<file path="config.mk">
export PLATFORM = sky130hd
export DESIGN_NAME = epoch_seconds_to_utc_calendar_unit
export DESIGN_NICKNAME = d
export VERILOG_FILES = /design/src/rtl/ecal_pkg.sv /design/src/rtl/ecal_divider.sv /design/src/rtl/epoch_seconds_to_utc_calendar_unit.sv
export SDC_FILE = /design/constraint.sdc
export NUM_CORES = 2
export LEC_CHECK = 0
export BUFFER_PORTS_ARGS = -buffer_cell sky130_fd_sc_hd__buf_2
export CORE_MARGIN = 3
export CORE_UTILIZATION = 35
export DETAILED_ROUTE_END_ITERATION = 16
export GPL_TIMING_DRIVEN = 0
export MAX_ROUTING_LAYER = met4
export PLACE_DENSITY = 0.56
export SLEW_MARGIN = 20
export SYNTH_ARGS = -nofsm -noshare
export SYNTH_HDL_FRONTEND = slang
export SYNTH_SLANG_ARGS = --single-unit
</file>
<file path="constraint.sdc">
create_clock -name i_clk -period 17 [get_ports i_clk]
set_input_delay 0.85 -clock i_clk [delete_from_list [all_inputs] [get_ports i_clk]]
set_output_delay 0.85 -clock i_clk [all_outputs]
set_load 0.01 [all_outputs]
</file>
<file path="src/rtl/ecal_pkg.sv">
// shared types, constants and helper functions for the epoch to utc calendar block
// used by ecal_divider, the top level and the checker; depends on nothing
package ecal_pkg;

    localparam int unsigned LAST_YEAR_DEF = 2100;
    localparam int unsigned YEAR_BASE     = 1900;
    localparam int unsigned SECS_PER_DAY  = 86400;
    localparam int unsigned SECS_PER_HOUR = 3600;
    localparam int unsigned SECS_PER_MIN  = 60;
    localparam int unsigned DAYS_PER_WEEK = 7;

    localparam logic [7:0] FIRST_YY   = 8'd70;   // 1970
    localparam logic [7:0] YY_2100    = 8'd200;  // century year that is not leap
    localparam logic [2:0] EPOCH_WDAY = 3'd4;    // thursday
    localparam logic [8:0] DAYS_YEAR  = 9'd365;
    localparam logic [8:0] DAYS_LEAP  = 9'd366;
    localparam logic [4:0] FEB_DAYS   = 5'd28;
    localparam logic [3:0] LAST_MON   = 4'd11;

    // reciprocals of the odd parts of the divisors, rounded up
    localparam logic [25:0] RECIP_DAY  = 26'd50903317;  // 2^35 / 675
    localparam logic [25:0] RECIP_WEEK = 26'd74;        // 2^9 / 7
    localparam logic [25:0] RECIP_HOUR = 26'd9321;      // 2^21 / 225
    localparam logic [25:0] RECIP_MIN  = 26'd1093;      // 2^14 / 15

    localparam int unsigned DIV_W  = 32;
    localparam int unsigned QUO_W  = 16;
    localparam int unsigned PC_W   = 4;

    typedef logic [PC_W-1:0] t_pc;

    typedef enum logic [3:0] {
        UOP_DIV_INIT,
        UOP_DIV_STEP,
        UOP_SAVE_DAYS,
        UOP_YEAR,
        UOP_MON_START,
        UOP_MONTH,
        UOP_SAVE_WEEK,
        UOP_SAVE_HOUR,
        UOP_SAVE_MIN,
        UOP_DONE
    } t_uop;

    typedef enum logic [1:0] {
        DSEL_DAY,
        DSEL_WEEK,
        DSEL_HOUR,
        DSEL_MIN
    } t_dsel;

    typedef enum logic [1:0] {
        COND_NONE,
        COND_DIV_MORE,
        COND_YEAR_MORE,
        COND_MONTH_MORE
    } t_cond;

    typedef struct packed {
        t_uop  op;
        t_dsel dsel;
        t_cond cond;
        t_pc   target;
    } t_uword;

    typedef struct packed {
        logic             init;
        logic             step;
        t_dsel            sel;
        logic [DIV_W-1:0] dividend;
    } t_div_ctl;

    typedef struct packed {
        logic             more;
        logic [QUO_W-1:0] quo;
        logic [DIV_W-1:0] rem;
    } t_div_stat;

    localparam t_pc PC_DONE = 4'd14;

    // microprogram: one control word per step
    function automatic t_uword ucode(input t_pc pc);
        t_uword w;
        unique case (pc)
            4'd0:  w = '{op: UOP_DIV_STEP,  dsel: DSEL_DAY,  cond: COND_DIV_MORE,   target: 4'd0};
            4'd1:  w = '{op: UOP_SAVE_DAYS, dsel: DSEL_DAY,  cond: COND_NONE,       target: 4'd0};
            4'd2:  w = '{op: UOP_YEAR,      dsel: DSEL_DAY,  cond: COND_YEAR_MORE,  target: 4'd2};
            4'd3:  w = '{op: UOP_MON_START, dsel: DSEL_DAY,  cond: COND_NONE,       target: 4'd0};
            4'd4:  w = '{op: UOP_MONTH,     dsel: DSEL_DAY,  cond: COND_MONTH_MORE, target: 4'd4};
            4'd5:  w = '{op: UOP_DIV_INIT,  dsel: DSEL_WEEK, cond: COND_NONE,       target: 4'd0};
            4'd6:  w = '{op: UOP_DIV_STEP,  dsel: DSEL_WEEK, cond: COND_DIV_MORE,   target: 4'd6};
            4'd7:  w = '{op: UOP_SAVE_WEEK, dsel: DSEL_WEEK, cond: COND_NONE,       target: 4'd0};
            4'd8:  w = '{op: UOP_DIV_INIT,  dsel: DSEL_HOUR, cond: COND_NONE,       target: 4'd0};
            4'd9:  w = '{op: UOP_DIV_STEP,  dsel: DSEL_HOUR, cond: COND_DIV_MORE,   target: 4'd9};
            4'd10: w = '{op: UOP_SAVE_HOUR, dsel: DSEL_HOUR, cond: COND_NONE,       target: 4'd0};
            4'd11: w = '{op: UOP_DIV_INIT,  dsel: DSEL_MIN,  cond: COND_NONE,       target: 4'd0};
            4'd12: w = '{op: UOP_DIV_STEP,  dsel: DSEL_MIN,  cond: COND_DIV_MORE,   target: 4'd12};
            4'd13: w = '{op: UOP_SAVE_MIN,  dsel: DSEL_MIN,  cond: COND_NONE,       target: 4'd0};
            default: w = '{op: UOP_DONE,    dsel: DSEL_DAY,  cond: COND_NONE,       target: 4'd0};
        endcase
        return w;
    endfunction

    // year given as offset from 1900, valid for 1970 to 2106
    function automatic logic leap_yy(input logic [7:0] yy);
        return (yy[1:0] == 2'b00) && (yy != YY_2100);
    endfunction

    function automatic logic [4:0] month_len(input logic [3:0] mon, input logic leap);
        logic [4:0] n;
        case (mon)
            4'd1:                      n = leap ? 5'd29 : FEB_DAYS;
            4'd3, 4'd5, 4'd8, 4'd10:   n = 5'd30;
            default:                   n = 5'd31;
        endcase
        return n;
    endfunction

    // weekday advance modulo 7, step at most 3
    function automatic logic [2:0] wd_add(input logic [2:0] wd, input logic [1:0] inc);
        logic [3:0] s;
        s = {1'b0, wd} + {2'b00, inc};
        return (s >= 4'd7) ? 3'(s - 4'd7) : s[2:0];
    endfunction

endpackage

</file>
<file path="src/rtl/ecal_divider.sv">
// constant divider: quotient by reciprocal multiplication, remainder by multiplying back,
// two steps per division; depends on ecal_pkg for the control and status structs
module ecal_divider (
    input  logic                i_clk,
    input  ecal_pkg::t_div_ctl  i_ctl,
    output ecal_pkg::t_div_stat o_stat
);

    logic [ecal_pkg::DIV_W-1:0] r_num, n_num;
    ecal_pkg::t_dsel            r_sel, n_sel;
    logic [ecal_pkg::QUO_W-1:0] r_quo, n_quo;
    logic                       r_phase, n_phase;
    logic [24:0]                pre;
    logic [25:0]                recip;
    logic [16:0]                dsr;
    logic [50:0]                prod;
    logic [ecal_pkg::QUO_W-1:0] quo_est;
    logic [32:0]                back;

    // power of two of each divisor is shifted off first, the odd part goes by reciprocal
    always_comb begin
        unique case (r_sel)
            ecal_pkg::DSEL_WEEK: begin
                pre   = 25'(r_num[5:0]);
                recip = ecal_pkg::RECIP_WEEK;
                dsr   = 17'(ecal_pkg::DAYS_PER_WEEK);
            end
            ecal_pkg::DSEL_HOUR: begin
                pre   = 25'(r_num[16:4]);
                recip = ecal_pkg::RECIP_HOUR;
                dsr   = 17'(ecal_pkg::SECS_PER_HOUR);
            end
            ecal_pkg::DSEL_MIN: begin
                pre   = 25'(r_num[11:2]);
                recip = ecal_pkg::RECIP_MIN;
                dsr   = 17'(ecal_pkg::SECS_PER_MIN);
            end
            default: begin
                pre   = r_num[31:7];
                recip = ecal_pkg::RECIP_DAY;
                dsr   = 17'(ecal_pkg::SECS_PER_DAY);
            end
        endcase
        prod = 51'(pre) * 51'(recip);
        unique case (r_sel)
            ecal_pkg::DSEL_WEEK: quo_est = prod[24:9];
            ecal_pkg::DSEL_HOUR: quo_est = prod[36:21];
            ecal_pkg::DSEL_MIN:  quo_est = prod[29:14];
            default:             quo_est = prod[50:35];
        endcase
    end

    assign back = 33'(r_quo) * 33'(dsr);

    always_comb begin
        n_num   = r_num;
        n_sel   = r_sel;
        n_quo   = r_quo;
        n_phase = r_phase;
        if (i_ctl.init) begin
            n_num   = i_ctl.dividend;
            n_sel   = i_ctl.sel;
            n_quo   = '0;
            n_phase = 1'b1;
        end else if (i_ctl.step) begin
            if (r_phase) begin
                n_quo   = quo_est;
                n_phase = 1'b0;
            end else begin
                n_num = r_num - back[31:0];
            end
        end
    end

    always_ff @(posedge i_clk) begin
        r_num   <= n_num;
        r_sel   <= n_sel;
        r_quo   <= n_quo;
        r_phase <= n_phase;
    end

    assign o_stat.more = r_phase;
    assign o_stat.quo  = r_quo;
    assign o_stat.rem  = r_num;

endmodule

</file>
<file path="src/rtl/epoch_seconds_to_utc_calendar_unit.sv">
// Converts a 32-bit count of seconds since 1970-01-01 00:00 UTC into the broken-down UTC
// date and time, one request at a time. A small microprogram drives a shared constant
// divider and a year/month walk. The year walk steps once per whole year passed since
// 1970 and the month walk once per whole month passed in the final year, and each of
// the four divisions (days, weekday, hours, minutes) takes two steps, a reciprocal
// multiply for the quotient and a multiply back for the remainder. A request at or past
// the start of LAST_YEAR ends the year walk early with o_in_range low and all other
// fields zero. The next request is taken as soon as the result has moved into the output
// register, even while that result is stalled.
//
// depends on ecal_pkg and ecal_divider
module epoch_seconds_to_utc_calendar_unit #(
    parameter int unsigned LAST_YEAR = ecal_pkg::LAST_YEAR_DEF
) (
    input  logic        i_clk,
    input  logic        i_rst_n,
    input  logic        i_in_valid,
    output logic        o_in_stall,
    input  logic [31:0] i_epoch_seconds,
    output logic        o_out_valid,
    input  logic        i_out_stall,
    output logic [7:0]  o_year_since_1900,
    output logic [3:0]  o_month_index,
    output logic [4:0]  o_day_of_month,
    output logic [4:0]  o_hour_of_day,
    output logic [5:0]  o_minute_of_hour,
    output logic [5:0]  o_second_of_minute,
    output logic [2:0]  o_weekday,
    output logic [8:0]  o_day_of_year,
    output logic        o_in_range
);

    localparam logic [7:0] LastYy = 8'(LAST_YEAR - ecal_pkg::YEAR_BASE);

    // sequencer
    logic           r_busy, n_busy;
    ecal_pkg::t_pc  r_pc, n_pc;
    ecal_pkg::t_uword uw;

    // datapath
    logic [15:0] r_days, n_days;
    logic [16:0] r_tod,  n_tod;
    logic [7:0]  r_year, n_year;
    logic [3:0]  r_mon,  n_mon;
    logic [8:0]  r_yday, n_yday;
    logic [2:0]  r_wd,   n_wd;
    logic [4:0]  r_hour, n_hour;
    logic [5:0]  r_min,  n_min;
    logic [5:0]  r_sec,  n_sec;
    logic        r_oor,  n_oor;

    // output register
    logic        r_out_valid, n_out_valid;
    logic [7:0]  r_o_year;
    logic [3:0]  r_o_mon;
    logic [4:0]  r_o_mday;
    logic [4:0]  r_o_hour;
    logic [5:0]  r_o_min;
    logic [5:0]  r_o_sec;
    logic [2:0]  r_o_wd;
    logic [8:0]  r_o_yday;
    logic        r_o_in_range;

    ecal_pkg::t_div_ctl  div_ctl;
    ecal_pkg::t_div_stat div_stat;

    logic       accept;
    logic       out_free;
    logic       emit;
    logic       leap;
    logic [8:0] ylen;
    logic [4:0] mlen;
    logic       year_oor;
    logic       year_more;
    logic       month_more;

    assign uw       = ecal_pkg::ucode(r_pc);
    assign accept   = i_in_valid && !r_busy;
    assign out_free = !r_out_valid || !i_out_stall;
    assign emit     = r_busy && (uw.op == ecal_pkg::UOP_DONE) && out_free;

    assign leap       = ecal_pkg::leap_yy(r_year);
    assign ylen       = leap ? ecal_pkg::DAYS_LEAP : ecal_pkg::DAYS_YEAR;
    assign mlen       = ecal_pkg::month_len(r_mon, leap);
    assign year_oor   = (r_year >= LastYy);
    assign year_more  = !year_oor && (r_days >= {7'b0, ylen});
    assign month_more = (r_mon < ecal_pkg::LAST_MON) && (r_days >= {11'b0, mlen});

    // the day division is started straight from the request
    always_comb begin
        div_ctl.init  = accept || (r_busy && (uw.op == ecal_pkg::UOP_DIV_INIT));
        div_ctl.step  = r_busy && (uw.op == ecal_pkg::UOP_DIV_STEP);
        div_ctl.dividend = div_stat.rem;
        if (accept) begin
            div_ctl.sel      = ecal_pkg::DSEL_DAY;
            div_ctl.dividend = i_epoch_seconds;
        end else begin
            div_ctl.sel = uw.dsel;
            case (uw.dsel)
                ecal_pkg::DSEL_WEEK: div_ctl.dividend = 32'(r_days) + 32'(r_wd);
                ecal_pkg::DSEL_HOUR: div_ctl.dividend = 32'(r_tod);
                default:             div_ctl.dividend = div_stat.rem;
            endcase
        end
    end

    ecal_divider u_divider (
        .i_clk  (i_clk),
        .i_ctl  (div_ctl),
        .o_stat (div_stat)
    );

    // step counter and jumps
    always_comb begin
        n_busy = r_busy;
        n_pc   = r_pc + 1'b1;
        unique case (uw.cond)
            ecal_pkg::COND_DIV_MORE:   if (div_stat.more) n_pc = uw.target;
            ecal_pkg::COND_YEAR_MORE:  if (year_more)     n_pc = uw.target;
            ecal_pkg::COND_MONTH_MORE: if (month_more)    n_pc = uw.target;
            default:                   n_pc = r_pc + 1'b1;
        endcase
        if ((uw.op == ecal_pkg::UOP_YEAR) && year_oor) begin
            n_pc = ecal_pkg::PC_DONE;
        end
        if (uw.op == ecal_pkg::UOP_DONE) begin
            n_pc = r_pc;
            if (out_free) begin
                n_busy = 1'b0;
            end
        end
        if (!r_busy) begin
            n_pc = '0;
            if (accept) begin
                n_busy = 1'b1;
            end
        end
    end

    // datapath updates by micro-op
    always_comb begin
        n_days = r_days;
        n_tod  = r_tod;
        n_year = r_year;
        n_mon  = r_mon;
        n_yday = r_yday;
        n_wd   = r_wd;
        n_hour = r_hour;
        n_min  = r_min;
        n_sec  = r_sec;
        n_oor  = r_oor;
        if (r_busy) begin
            case (uw.op)
                ecal_pkg::UOP_SAVE_DAYS: begin
                    n_days = div_stat.quo;
                    n_tod  = div_stat.rem[16:0];
                    n_year = ecal_pkg::FIRST_YY;
                    n_wd   = ecal_pkg::EPOCH_WDAY;
                    n_oor  = 1'b0;
                end
                ecal_pkg::UOP_YEAR: begin
                    if (year_oor) begin
                        n_oor = 1'b1;
                    end else if (year_more) begin
                        n_days = r_days - {7'b0, ylen};
                        n_year = r_year + 1'b1;
                        // 365 and 366 move the weekday by one and two
                        n_wd   = ecal_pkg::wd_add(r_wd, leap ? 2'd2 : 2'd1);
                    end
                end
                ecal_pkg::UOP_MON_START: begin
                    n_yday = r_days[8:0];
                    n_mon  = '0;
                end
                ecal_pkg::UOP_MONTH: begin
                    if (month_more) begin
                        n_days = r_days - {11'b0, mlen};
                        n_mon  = r_mon + 1'b1;
                        n_wd   = ecal_pkg::wd_add(r_wd, 2'(mlen - ecal_pkg::FEB_DAYS));
                    end
                end
                ecal_pkg::UOP_SAVE_WEEK: n_wd = div_stat.rem[2:0];
                ecal_pkg::UOP_SAVE_HOUR: n_hour = div_stat.quo[4:0];
                ecal_pkg::UOP_SAVE_MIN: begin
                    n_min = div_stat.quo[5:0];
                    n_sec = div_stat.rem[5:0];
                end
                default: n_oor = r_oor;
            endcase
        end
    end

    always_comb begin
        n_out_valid = r_out_valid;
        if (emit) begin
            n_out_valid = 1'b1;
        end else if (!i_out_stall) begin
            n_out_valid = 1'b0;
        end
    end

    always_ff @(posedge i_clk) begin
        if (!i_rst_n) begin
            r_busy      <= 1'b0;
            r_pc        <= '0;
            r_out_valid <= 1'b0;
        end else begin
            r_busy      <= n_busy;
            r_pc        <= n_pc;
            r_out_valid <= n_out_valid;
        end
    end

    always_ff @(posedge i_clk) begin
        r_days <= n_days;
        r_tod  <= n_tod;
        r_year <= n_year;
        r_mon  <= n_mon;
        r_yday <= n_yday;
        r_wd   <= n_wd;
        r_hour <= n_hour;
        r_min  <= n_min;
        r_sec  <= n_sec;
        r_oor  <= n_oor;
    end

    // out of range results carry zeros
    always_ff @(posedge i_clk) begin
        if (emit) begin
            r_o_in_range <= !r_oor;
            r_o_year     <= r_oor ? '0 : r_year;
            r_o_mon      <= r_oor ? '0 : r_mon;
            r_o_mday     <= r_oor ? '0 : (r_days[4:0] + 1'b1);
            r_o_hour     <= r_oor ? '0 : r_hour;
            r_o_min      <= r_oor ? '0 : r_min;
            r_o_sec      <= r_oor ? '0 : r_sec;
            r_o_wd       <= r_oor ? '0 : r_wd;
            r_o_yday     <= r_oor ? '0 : r_yday;
        end
    end

    assign o_in_stall         = r_busy;
    assign o_out_valid        = r_out_valid;
    assign o_year_since_1900  = r_o_year;
    assign o_month_index      = r_o_mon;
    assign o_day_of_month     = r_o_mday;
    assign o_hour_of_day      = r_o_hour;
    assign o_minute_of_hour   = r_o_min;
    assign o_second_of_minute = r_o_sec;
    assign o_weekday          = r_o_wd;
    assign o_day_of_year      = r_o_yday;
    assign o_in_range         = r_o_in_range;

endmodule

</file>
==> impl_metrics.toml <==
[status]
status = "completed"

[logic_synthesis]
syn-cell-area_um2 = 32500
yosysMostFrequentCell = "inv_1"
syn_area_per_cell_um2 = 9.38
yosys_warnings = 0
seq_area_frac_synth_pct = 16.6
yosysTopAreaCell = "fa_1"
yosysUniqueCellTypes = 83
synth_common_cells = "inv_1, fa_1, ha_1"
async_flop_share_pct = 0
synth_top_flop_cell = "edfxtp_1"
synth_area_leaders = "fa_1, ha_1, edfxtp_1"
synth-edff-count = 156
synthCells = 3468
yosys.area.top_type_share_pct = 30.6
ys_ff_latch = 191

[sta]
slew_headroom_pct = 23.3
hold_viol_final = 0
setup_violations = 0
fin_crit_sh_pct = 65.6
period_needed_ns = 11.15
grt_setup_unrepaired = "false"
tightest_slew_ns = 1.15
clock_skew_ns = 0.0259
report.final.slew_viol_count = 0
max_freq_ghz = 0.0897
tns_ns = 0

[die]
die-area_um2 = 96600
io_pins = 85
rows = 111
fp.coreArea_um2 = 91900
dieWidth_um = 311
initial_utilization_pct = 35.4
fp.dieH_um = 311

[detailed_routing]
wl_met3_um = 5100
routedWlPerCell_um = 19.9
drcViolationCount = 0
drt_iter0_drc = 1789
drt-met1-wl_um = 44300
postRouteAntennaNets = 0
vias = 24243
met2WireLength_um = 44100
wl_um = 96300
firstDrtPassIters = 5
highest_layer = "met4"
via_per_inst = 5.01

[critical_path]
critPathTopFamily = "adder cells"
worst_path_max_delay_cell = "and2_1"
worst-path-buf-inv = 12
endpoint_kind = "flip-flop"
required_ns = 17.40
crit_fanout = 12
critPathLaunchType = "flip-flop"
cp_common_cell = "inv_1"
max_stage_delay_ns = 0.75
worst_ep_arrival_time_ns = 11.56
criticalPathCategory = "reg2reg"

[place]
place_congestion = 0.921
port_buffers = 84
hpwlAfterDp_um = 81200

[clock_tree]
postCtsHoldBufs = 0
cts_setup_buffers = 0
cts_root_buffer = "clkbuf_16"
clock_path_buffers = 2
numCtsBuffers = 17
cts_resized = 0
cts_tree = "built"
cts.htree.levels = 4
clk_latency_ns = 0.47
cts.sinks = 191
clk_transition_reported_paths_ns = 0.11

[finish]
fillers = 9468
postLayoutCoreUtil_pct = 38.4
syn_to_final_growth_pct = 8.61
antenna_cells = 0
fin_nets = 4566
drive_gt1_share_pct = 4.62

[global_routing]
grt_max_degree = 26
overflow = 0
grt_usage_pct = 20.7
grt_pass1_vias = 24948
grt_pass1_wl_um = 149000
antenna_found_initial = 3

[min_path]
min_path_type = "reg2reg"

[flow_run]
cap_violations = 0
-- per-stage QoR --
stage	instance area [um^2]	worst slack [ns]	cells	hold WS, ns
floorplan	32500	8.62	3471	0.406
global placement	34500	6.06	4798	0.428
detailed placement	34700	6.01	4803	0.427
CTS	35300	5.95	4835	0.442
global route	35300	5.33	4835	0.452
finish	35300	5.85	4835	0.446
-- worst paths after layout --
kind	startpoint	endpoint	slack, ns	cells after the start
setup reg to reg	u_divider.r_sel[0]	u_divider.r_quo[7]	5.85	32
hold / removal	r_days[3]	r_yday[3]	0.45	0
hold reg to reg	r_days[3]	r_yday[3]	0.45	0
setup / recovery	u_divider.r_sel[0]	u_divider.r_quo[7]	5.85	32
-- flip-flops by register name, summed over array words and instances, names as in the netlist, 9 cells and up --
register         count
u_divider.r_quo     16
r_yday               9
r_tod               17
uw                  12
u_divider.r_num     32
o_day_of_year        9
r_days              16
-- layer usage --
layer | global-route usage (%) | vias to the layer above
met5 | - | -
met4 | 5.55 | 0
met3 | 2.20 | 124
met2 | 32.8 | 758
met1 | 28.5 | 12079
li1 | - | 11282
-- cell usage in the layout, fill, tap and decap left out, types with 8 or more instances in the layout --
cell type	count
o221ai_1	8
clkbuf_16	17
clkbuf_1	87
buf_2	92
nand2_1	277
fa_1	497
nor2_1	199
o21ai_0	109
a21oi_1	138
nand3_1	28
xor2_1	43
or2_2	10
and3_1	8
a22oi_1	15
a221o_1	15
a22o_1	8
nand4_1	16
o21bai_1	10
edfxtp_1	156
a31oi_1	11
a211oi_1	12
o21a_1	8
dfxtp_1	35
xnor2_1	62
ha_1	454
nor3_1	26
o31ai_1	17
a221oi_1	16
o21ai_1	8
mux2i_1	21
inv_1	846
a21o_1	40
nor2b_1	61
and2_1	59
nand2b_1	18
o211ai_1	18
o22ai_1	10
-- layout make-up --
cell class | instances | area (um^2) | share of cell area, %
timing repair buffer | 89 | 546 | 1.54
clock buffer | 17 | 425 | 1.20
inverter | 847 | 3180 | 9.00
tap | 1243 | 1560 | 4.40
sequential | 191 | 5390 | 15.2
multi-input combinational | 2330 | 23600 | 66.8
clock inverter | 15 | 218 | 0.616
buffer | 103 | 412 | 1.17
-- kinds of logic after synthesis --
group	synth area share (%)
muxes	0.785
other	0.0231
AOI/OAI and AO/OA	10.0
adders and majority gates	48.0
xor gates and xnor gates	2.83
and+or+nand+nor	10.7
buffers and inverters	11.0
DFF	16.6
Power is left out: the tool's default activity adds up to more than one toggle a clock period on the data nets, which glitch-free logic cannot reach.
